### src/asa_pkg.sv
// Shared types and codes for the aligned stack allocator.
// Depends on nothing; every other file in src imports it.
package asa_pkg;

   // Request kinds
   localparam logic [1:0] KIND_ALLOC    = 2'd0;
   localparam logic [1:0] KIND_FREE     = 2'd1;
   localparam logic [1:0] KIND_FAST     = 2'd2;
   localparam logic [1:0] KIND_ROLLBACK = 2'd3;

   // Result status codes
   localparam logic [2:0] ST_OK      = 3'd0;
   localparam logic [2:0] ST_OOM     = 3'd1;
   localparam logic [2:0] ST_NOT_TOP = 3'd2;
   localparam logic [2:0] ST_EMPTY   = 3'd3;
   localparam logic [2:0] ST_FULL    = 3'd4;

   // Largest pool in bytes
   localparam logic [16:0] POOL_MAX = 17'h10000;

   typedef struct packed {
      logic [1:0]  kind;
      logic [15:0] size;
      logic [7:0]  alignment;
      logic [15:0] address;
   } asa_req_type;

   typedef struct packed {
      logic [2:0]  status;
      logic [15:0] result_address;
   } asa_rsp_type;

   // Source of the result address
   typedef enum logic [1:0] {
      SEL_ZERO,
      SEL_ECHO,
      SEL_POPPED,
      SEL_BLOCK
   } asa_addr_sel_type;

   // Controller to datapath commands
   typedef struct packed {
      logic             load;
      logic             push;
      logic             pop;
      logic             finish;
      logic [2:0]       status;
      asa_addr_sel_type addr_sel;
   } asa_cmd_type;

   // Datapath to controller status
   typedef struct packed {
      logic [1:0] kind;
      logic       empty;
      logic       full;
      logic       last;
      logic       oom;
      logic       top_match;
      logic       pop_match;
   } asa_sts_type;

endpackage

### src/asa_dpath.sv
// Datapath of the aligned stack allocator: request latch, pool size, top
// offset, entry count, entry stack memory and result register. Uses asa_pkg.
module asa_dpath #(
   parameter int MAX_DEPTH    = 64,
   parameter int HEADER_BYTES = 16
) (
   input  logic                clock,
   input  logic                reset,
   input  asa_pkg::asa_req_type req_data,
   input  logic                csr_write,
   input  logic [16:0]         csr_data,
   input  asa_pkg::asa_cmd_type cmd,
   output asa_pkg::asa_sts_type sts,
   output asa_pkg::asa_rsp_type rsp_data
);
   import asa_pkg::*;

   localparam int IDX_W = (MAX_DEPTH > 1) ? $clog2(MAX_DEPTH) : 1;
   localparam int CNT_W = $clog2(MAX_DEPTH + 1);
   localparam logic [CNT_W-1:0] DEPTH_FULL = CNT_W'(MAX_DEPTH);
   localparam logic [CNT_W-1:0] CNT_ONE    = CNT_W'(1);
   localparam logic [8:0]       HDR        = 9'(HEADER_BYTES);

   asa_req_type      req_ff;
   logic [16:0]      pool_ff;
   logic [16:0]      top_ff, top_in;
   logic [CNT_W-1:0] count_ff, count_in;
   asa_rsp_type      rsp_ff;

   // Entry stack: block address in the upper 16 bits, padding in the low 8
   logic [23:0]      mem [MAX_DEPTH];
   logic [23:0]      rd_ff;
   logic [IDX_W-1:0] rd_idx;
   logic [IDX_W-1:0] wr_idx;
   logic [23:0]      wr_data;

   logic [15:0] rd_addr;
   logic [7:0]  rd_pad;
   logic [16:0] pop_top;

   logic [7:0]  a_low, a_mask;
   logic [7:0]  p0;
   logic [8:0]  need, rounded, pad9;
   logic [17:0] blk, blk_end;

   assign rd_addr = rd_ff[23:8];
   assign rd_pad  = rd_ff[7:0];

   // Padding: forward to the alignment, then whole alignment steps up to the header
   always_comb begin
      a_low   = req_ff.alignment & (~req_ff.alignment + 8'd1);
      a_mask  = (a_low == 8'd0) ? 8'd0 : a_low - 8'd1;
      p0      = (~top_ff[7:0] + 8'd1) & a_mask;
      need    = HDR - {1'b0, p0};
      rounded = (need + {1'b0, a_mask}) & ~{1'b0, a_mask};
      pad9    = ({1'b0, p0} < HDR) ? {1'b0, p0} + rounded : {1'b0, p0};
      blk     = {1'b0, top_ff} + {9'd0, pad9};
      blk_end = blk + {2'd0, req_ff.size};
   end

   // Top offset after popping the entry under read
   assign pop_top = ({1'b0, rd_addr} >= {9'd0, rd_pad})
                    ? {1'b0, rd_addr} - {9'd0, rd_pad} : 17'd0;

   // Report conditions to the controller
   always_comb begin
      sts.kind      = req_ff.kind;
      sts.empty     = (count_ff == '0);
      sts.full      = (count_ff >= DEPTH_FULL);
      sts.last      = (count_ff == CNT_ONE);
      sts.oom       = (blk_end > {1'b0, pool_ff}) || (blk[17:16] != 2'd0);
      sts.top_match = (req_ff.address != 16'd0) && (req_ff.address == rd_addr);
      sts.pop_match = (rd_addr == req_ff.address);
   end

   // Next top and count
   always_comb begin
      top_in   = top_ff;
      count_in = count_ff;
      if (cmd.push) begin
         top_in   = blk_end[16:0];
         count_in = count_ff + CNT_ONE;
      end else if (cmd.pop) begin
         top_in   = pop_top;
         count_in = count_ff - CNT_ONE;
      end
   end

   // Read always tracks the entry below the next count
   always_comb begin
      rd_idx  = IDX_W'(count_in - CNT_ONE);
      wr_idx  = IDX_W'(count_ff);
      wr_data = {blk[15:0], pad9[7:0]};
   end

   // Control state
   always_ff @(posedge clock) begin
      if (reset) begin
         pool_ff  <= POOL_MAX;
         top_ff   <= '0;
         count_ff <= '0;
      end else begin
         if (csr_write) begin
            pool_ff <= (csr_data > POOL_MAX) ? POOL_MAX : csr_data;
         end
         top_ff   <= top_in;
         count_ff <= count_in;
      end
   end

   // Latch request and result payload
   always_ff @(posedge clock) begin
      if (cmd.load) begin
         req_ff <= req_data;
      end
      if (cmd.finish) begin
         rsp_ff.status <= cmd.status;
         unique case (cmd.addr_sel)
            SEL_ZERO:   rsp_ff.result_address <= 16'd0;
            SEL_ECHO:   rsp_ff.result_address <= req_ff.address;
            SEL_POPPED: rsp_ff.result_address <= rd_addr;
            SEL_BLOCK:  rsp_ff.result_address <= blk[15:0];
            default:    rsp_ff.result_address <= 16'd0;
         endcase
      end
   end

   // Entry stack memory with write-first read
   always_ff @(posedge clock) begin
      if (cmd.push) begin
         mem[wr_idx] <= wr_data;
      end
      if (cmd.push && (wr_idx == rd_idx)) begin
         rd_ff <= wr_data;
      end else begin
         rd_ff <= mem[rd_idx];
      end
   end

   assign rsp_data = rsp_ff;

endmodule

### src/asa_ctrl.sv
// Controller of the aligned stack allocator: sequences each request and
// drives the datapath commands. Uses asa_pkg.
module asa_ctrl (
   input  logic                 clock,
   input  logic                 reset,
   input  logic                 start,
   output logic                 busy,
   output logic                 rsp_valid,
   input  asa_pkg::asa_sts_type sts,
   output asa_pkg::asa_cmd_type cmd
);
   import asa_pkg::*;

   typedef enum logic {
      IDLE,
      EXEC
   } state_type;

   state_type state_ff, state_in;
   logic      rsp_valid_ff, rsp_valid_in;

   // Decide the action for the request in flight
   always_comb begin
      cmd          = '0;
      cmd.addr_sel = SEL_ZERO;
      cmd.status   = ST_OK;
      state_in     = state_ff;
      unique case (state_ff)
         IDLE: begin
            if (start) begin
               cmd.load = 1'b1;
               state_in = EXEC;
            end
         end
         EXEC: begin
            cmd.finish = 1'b1;
            unique case (sts.kind)
               KIND_ALLOC: begin
                  priority if (sts.full) begin
                     cmd.status = ST_FULL;
                  end else if (sts.oom) begin
                     cmd.status = ST_OOM;
                  end else begin
                     cmd.push     = 1'b1;
                     cmd.addr_sel = SEL_BLOCK;
                  end
               end
               KIND_FREE: begin
                  priority if (sts.empty) begin
                     cmd.status   = ST_EMPTY;
                     cmd.addr_sel = SEL_ECHO;
                  end else if (!sts.top_match) begin
                     cmd.status   = ST_NOT_TOP;
                     cmd.addr_sel = SEL_ECHO;
                  end else begin
                     cmd.pop = 1'b1;
                  end
               end
               KIND_FAST: begin
                  if (sts.empty) begin
                     cmd.status = ST_EMPTY;
                  end else begin
                     cmd.pop = 1'b1;
                     if (!sts.pop_match) begin
                        cmd.status   = ST_NOT_TOP;
                        cmd.addr_sel = SEL_POPPED;
                     end
                  end
               end
               KIND_ROLLBACK: begin
                  // Pop one entry a cycle until the named one or the bottom
                  if (sts.empty) begin
                     cmd.status = ST_EMPTY;
                  end else begin
                     cmd.pop    = 1'b1;
                     cmd.finish = sts.pop_match || sts.last;
                  end
               end
               default: begin
                  cmd.finish = 1'b1;
               end
            endcase
            if (cmd.finish) begin
               state_in = IDLE;
            end
         end
         default: state_in = IDLE;
      endcase
      rsp_valid_in = cmd.finish;
   end

   // Hold state and the result strobe
   always_ff @(posedge clock) begin
      if (reset) begin
         state_ff     <= IDLE;
         rsp_valid_ff <= 1'b0;
      end else begin
         state_ff     <= state_in;
         rsp_valid_ff <= rsp_valid_in;
      end
   end

   assign busy      = (state_ff == EXEC);
   assign rsp_valid = rsp_valid_ff;

endmodule

### src/aligned_stack_allocator_core.sv
// Aligned stack allocator, top level: joins the controller and datapath.
// Depends on asa_pkg, asa_ctrl and asa_dpath.
//
// A request is taken when start is high and busy is low. Allocate, checked
// free and fast free pass through the execute state after the accepting
// edge, then the result shows for one cycle with rsp_valid, during which the
// next request may already be taken. A rollback stays in the execute state
// while it pops its entries one by one, since the entry stack memory has one
// read port and each pop reads the entry below it. Results cannot be
// stalled: rsp_valid lasts exactly one cycle and must be captured then. The
// entry stack needs no clearing after reset. Write csr_data (pool size,
// saturated to 65536) only while no request is open.
module aligned_stack_allocator_core #(
   parameter int MAX_DEPTH    = 64,
   parameter int HEADER_BYTES = 16
) (
   input  logic                 clock,
   input  logic                 reset,
   input  logic                 start,
   output logic                 busy,
   input  asa_pkg::asa_req_type req_data,
   output logic                 rsp_valid,
   output asa_pkg::asa_rsp_type rsp_data,
   input  logic                 csr_valid,
   output logic                 csr_ready,
   input  logic [16:0]          csr_data
);
   import asa_pkg::*;

   asa_cmd_type cmd;
   asa_sts_type sts;

   // Configuration is always taken
   assign csr_ready = 1'b1;

   asa_ctrl u_ctrl (
      .clock     (clock),
      .reset     (reset),
      .start     (start),
      .busy      (busy),
      .rsp_valid (rsp_valid),
      .sts       (sts),
      .cmd       (cmd)
   );

   asa_dpath #(
      .MAX_DEPTH    (MAX_DEPTH),
      .HEADER_BYTES (HEADER_BYTES)
   ) u_dpath (
      .clock     (clock),
      .reset     (reset),
      .req_data  (req_data),
      .csr_write (csr_valid && csr_ready),
      .csr_data  (csr_data),
      .cmd       (cmd),
      .sts       (sts),
      .rsp_data  (rsp_data)
   );

endmodule
### config.mk
export PLATFORM = sky130hd
export DESIGN_NAME = aligned_stack_allocator_core
export DESIGN_NICKNAME = d
export VERILOG_FILES = /design/src/asa_pkg.sv /design/src/asa_dpath.sv /design/src/asa_ctrl.sv /design/src/aligned_stack_allocator_core.sv
export SDC_FILE = /design/constraint.sdc
export NUM_CORES = 2
export LEC_CHECK = 0
export ABC_AREA = 0
export BUFFER_PORTS_ARGS = -buffer_cell sky130_fd_sc_hd__buf_2
export CAP_MARGIN = 20
export CORE_MARGIN = 4
export CORE_UTILIZATION = 45
export CTS_BUF_LIST = sky130_fd_sc_hd__clkbuf_8
export CTS_CLUSTER_DIAMETER = 80
export DETAILED_ROUTE_END_ITERATION = 8
export PLACE_DENSITY = 0.69
export SETUP_SLACK_MARGIN = 0.1
export SYNTH_ARGS = -nofsm -noshare
export SYNTH_HDL_FRONTEND = slang
export SYNTH_SLANG_ARGS = --single-unit
### constraint.sdc
create_clock -name clock -period 47.3 [get_ports clock]
set_input_delay 0 -clock clock [delete_from_list [all_inputs] [get_ports clock]]
set_output_delay 0 -clock clock [all_outputs]
set_load 0.05 [all_outputs]
==> results.txt <==
----------------------------------------------------
[Yosys]
  Post-synthesis area per instance ... 19.2 um2
  Share of Yosys cell area claimed by the top area cell type ... 0.716
  Commonest register cell after synthesis ... sky130_fd_sc_hd__edfxtp_1
  Count of mapped cells out of synthesis ... 3481
  Most frequent cells after synthesis ... sky130_fd_sc_hd__edfxtp_1, sky130_fd_sc_hd__mux4_2, sky130_fd_sc_hd__mux2i_1
  Synth top area cells ... sky130_fd_sc_hd__edfxtp_1, sky130_fd_sc_hd__mux4_2, sky130_fd_sc_hd__mux2i_1
  Post-synthesis async set-or-reset flop share ... 0
  Count of flip-flops with a built-in enable after synthesis ... 1597
  Register bit count reported by yosys ... 1646
  Total standard cell area after synthesis ... 67000 um2
  Post-synthesis sequential area ratio ... 0.731
  Cell taking the most area after synthesis ... sky130_fd_sc_hd__edfxtp_1
  Distinct cells, synth ... 96
  Most frequently used cell type in the post-synthesis netlist ... sky130_fd_sc_hd__edfxtp_1
  Yosys warning count ... 0

[Pwr]
  Fraction of power consumed by sequential logic ... 0.401
  Peak VDD IR ... 81.9 uV
  Power spent charging and discharging nets ... 0.00172 W
  P_int ... 0.00297 W
  Share of total power consumed by net switching ... 0.367
  Leakage power ... 26.1 nW
  Clock network fraction of design power ... 0.239
  Comb power frac ... 0.360
  PD cells ... 61.0 nW/um2

[Worst setup path]
  Sort of element at the start of the critical path ... flip-flop
  Worst setup EP type ... flip-flop
  Worst setup path start ... u_dpath.req_ff[17]
  Cell mode on critical path ... sky130_fd_sc_hd__ha_1
  Required time of the worst setup path ... 47.95 ns
  Master of the slowest instance on the critical path ... sky130_fd_sc_hd__nor2_2
  Flop2flop setup slack ... 35.39 ns
  Maximum cell stage delay along the critical path ... 0.76 ns
  CP Max Fanout ... 66
  Worst reg2reg startpoint ... u_dpath.req_ff[17]
  R2R Path End ... u_dpath.mem[56][13]
  Kind of critical path ... reg -> reg
  Number of cells on the worst reg-to-reg path ... 41
  CP arrival ... 12.55 ns

[Die]
  Initial cell density of the core ... 0.453
  Number of primary I/O pins ... 85
  Area enclosed by the die boundary ... 155000 um2
  Die Span Y ... 394 um
  Die width ... 394 um
  Area of the core ... 148000 um2
  Cell row count ... 141

[Routing]
  Number of antenna-violating nets in the routed design ... 0
  Final WL ... 187 mm
  Number of vias in the routed layout ... 37600
  Drt first-iter violations ... 5270
  First-pass iteration count of the detailed router ... 6
  Post-DR wirelength/cell ... 30.8 um
  DRC errors left ... 0
  Vias per cell ... 6.19

[Timing]
  Number of hold violations in the final report ... 0
  Tightest Pin Transition ... 1.27 ns
  Highest clock rate ... 84.0 MHz
  Sum of negative setup slack ... 0 ns
  Rel. slew slack ... 0.150
  Min Tclk post-route ... 11.91 ns
  Number of pins with negative max-slew slack in the final report ... 0
  Tcrit/Tclk final ... 0.252
  Setup repair after global routing missed its margin ... no
  Setup-failing EPs final ... 0
  Worst clock skew ... 0.0612 ns

[Worst hold path]
  WHS Path Cells ... 3
  Endpoint of the worst hold-timing path ... u_dpath.count_ff[5]
  Worst hold start ... reset
  Class of the worst hold path ... in -> reg

[GRT]
  Busiest layer in global routing ... met2
  Number of antenna violations at the first check in global routing ... 7
  Met3 usage ... 0.0547
  Met2 routing resource usage after global routing ... 0.364
  Global-route wire length before repair ... 268 mm
  Final global-route overflow total ... 0
  Total routing usage reported by global routing ... 0.238
  Pin count of the biggest net entering global routing ... 99
  Met1 track demand over resource ... 0.334
  Vias in the first global route ... 36600

[Clock network]
  Count of hold buffers inserted by post-cts repair ... 158
  Setup Fix Bufs, Post-CTS ... 0
  Clock tree root buffer cell ... sky130_fd_sc_hd__clkbuf_8
  Clock Latency Late Sink ... 0.97 ns
  Clock sinks ... 1646
  Clock transition at the registers of the reported paths ... 0.07 ns
  Count of H-tree levels built during CTS ... 5
  TritonCTS Buffers ... 281
  CTS tree ... yes
  Number of buffers between clock root and the deepest sink ... 4
  Post-CTS resize count ... 0

[Placement]
  Routability cong. ... 0.971
  Number of port buffers ... 83
  Detailed-placement wirelength estimate ... 108 mm

[Finish]
  Final core utilization ... 0.519
  Flip-flop and latch area ... 49000 um2
  Total area of multi-input combinational cells ... 17400 um2
  Number of nets in the finished design ... 4096
  Area growth from synthesis to layout ... 14.7%
  Fill cell count ... 11400
  Share of cells above drive strength 1 ... 0.245

[Job]
  Max cap viols ... 0

[Run status]
  Status ... finished clean

----------------------------------------------------
==> how the worst max path moves through the flow <==
stage | to | cells after the start | slack [ns]
2_1_floorplan | u_dpath.mem[31][0] | 39 | 32.14
3_3_place_gp | u_dpath.mem[56][4] | 41 | 35.81
3_5_place_dp | u_dpath.mem[56][4] | 41 | 35.50
4_1_cts | u_dpath.mem[56][3] | 41 | 35.48
5_1_grt | u_dpath.mem[56][3] | 40 | 34.55
6_report | u_dpath.mem[56][13] | 41 | 35.39
==> logic make-up (layout without fill, tap and decap cells) <==
group,after synthesis,after routing,share of synthesized area
compound gates,386,386,0.0418
xor+xnor,71,71,0.00929
flops,1646,1646,0.731
buf+inv,245,907,0.0189
fa+ha+maj,70,70,0.0135
simple gates,532,532,0.0394
mux,529,529,0.146
other cells,2,11,0.000112
==> registers in the layout (all words and copies together) (netlist names), named ones only <==
signal	count
u_dpath.count_ff	7
u_dpath.pool_ff	17
u_ctrl.busy	1
u_dpath.sts	2
u_dpath.req_ff	40
u_dpath.mem	1536
u_dpath.rsp_data	19
u_ctrl.rsp_valid	1
u_dpath.top_ff	17
==> stage by stage <==
| step | hold WS [ns] | power (W) | cells | worst slack [ns] | cell area (um2) |
|---|---|---|---|---|---|
| finish | 0.191 | 0.00469 | 6082 | 35.39 | 76800 |
| global route | 0.169 | 0.00486 | 6077 | 34.55 | 76800 |
| CTS | 0.0890 | 0.00467 | 6072 | 35.48 | 76800 |
| detailed placement | 0.179 | 0.00354 | 5449 | 35.50 | 70400 |
| global placement | 0.177 | 0.00352 | 5448 | 35.81 | 70400 |
| floorplan | 0.0989 | 0.00292 | 3483 | 32.14 | 67000 |
==> metal layers <==
layer | vias to the layer above | share of wire | wire length (um)
li1 | 15300 | - | -
met1 | 19400 | 0.38 | 72100
met2 | 2457 | 0.46 | 86700
met3 | 434 | 0.11 | 20600
met4 | 4 | 0.043 | 8080
met5 | - | 0.00017 | 32
==> cell type report <==
cell class,instances,share of cell area
Clock buffer,288,0.0516
Sequential cell,1646,0.637
Inverter,76,0.00373
Clock inverter,177,0.0103
Antenna cell,7,0.000228
Timing Repair Buffer,366,0.0389
Tap cell,1930,0.0314
Multi-Input combinational cell,1592,0.226
==> cell usage in the layout, fill, tap and decap left out, drive strengths merged, types with 9 or more instances in the layout <==
| master | synthesis | layout |
|---|---|---|
| nand2 | 117 | 117 |
| clkinv | 1 | 87 |
| ha | 66 | 66 |
| inv | 75 | 158 |
| and2 | 19 | 19 |
| buf | 98 | 208 |
| nand3 | 57 | 57 |
| nand4 | 15 | 15 |
| a21o | 16 | 16 |
| nor4 | 30 | 30 |
| a2bb2oi | 17 | 17 |
| nor2b | 29 | 29 |
| o22ai | 24 | 24 |
| o211ai | 10 | 10 |
| a32oi | 9 | 9 |
| xnor2 | 39 | 39 |
| and3 | 9 | 9 |
| nor2 | 158 | 158 |
| mux4 | 357 | 357 |
| a31oi | 22 | 22 |
| nand2b | 14 | 14 |
| a22o | 10 | 10 |
| dlygate4sd3 | 0 | 158 |
| dfxtp | 49 | 49 |
| a22oi | 77 | 77 |
| nor3 | 36 | 36 |
| xor2 | 32 | 32 |
| a21oi | 56 | 56 |
| clkbuf | 70 | 288 |
| or3 | 12 | 12 |
| mux2i | 164 | 164 |
| edfxtp | 1597 | 1597 |
| o21ai | 54 | 54 |
| a221o | 13 | 13 |
==> critical path: cells and delay by family, from the launching register on <==
family | cells | cell delay (ns)
AOI/OAI and AO/OA | 13 | 2.80
xor gates and xnor gates | 4 | 0.60
adders and majority gates | 6 | 2.02
buffers and inverters | 6 | 2.21
DFF | 1 | 0.48
and+or+nand+nor | 12 | 3.40
==> power groups by stage <==
stage | clock network, W | logic, W | registers [W]
2_1_floorplan | 0 | 0.00101 | 0.00191
3_3_place_gp | 0 | 0.00162 | 0.00191
3_5_place_dp | 0 | 0.00164 | 0.00191
4_1_cts | 0.00114 | 0.00165 | 0.00188
5_1_grt | 0.00121 | 0.00177 | 0.00188
6_report | 0.00112 | 0.00169 | 0.00188
Note: power is estimated with default switching activity, not from simulation.
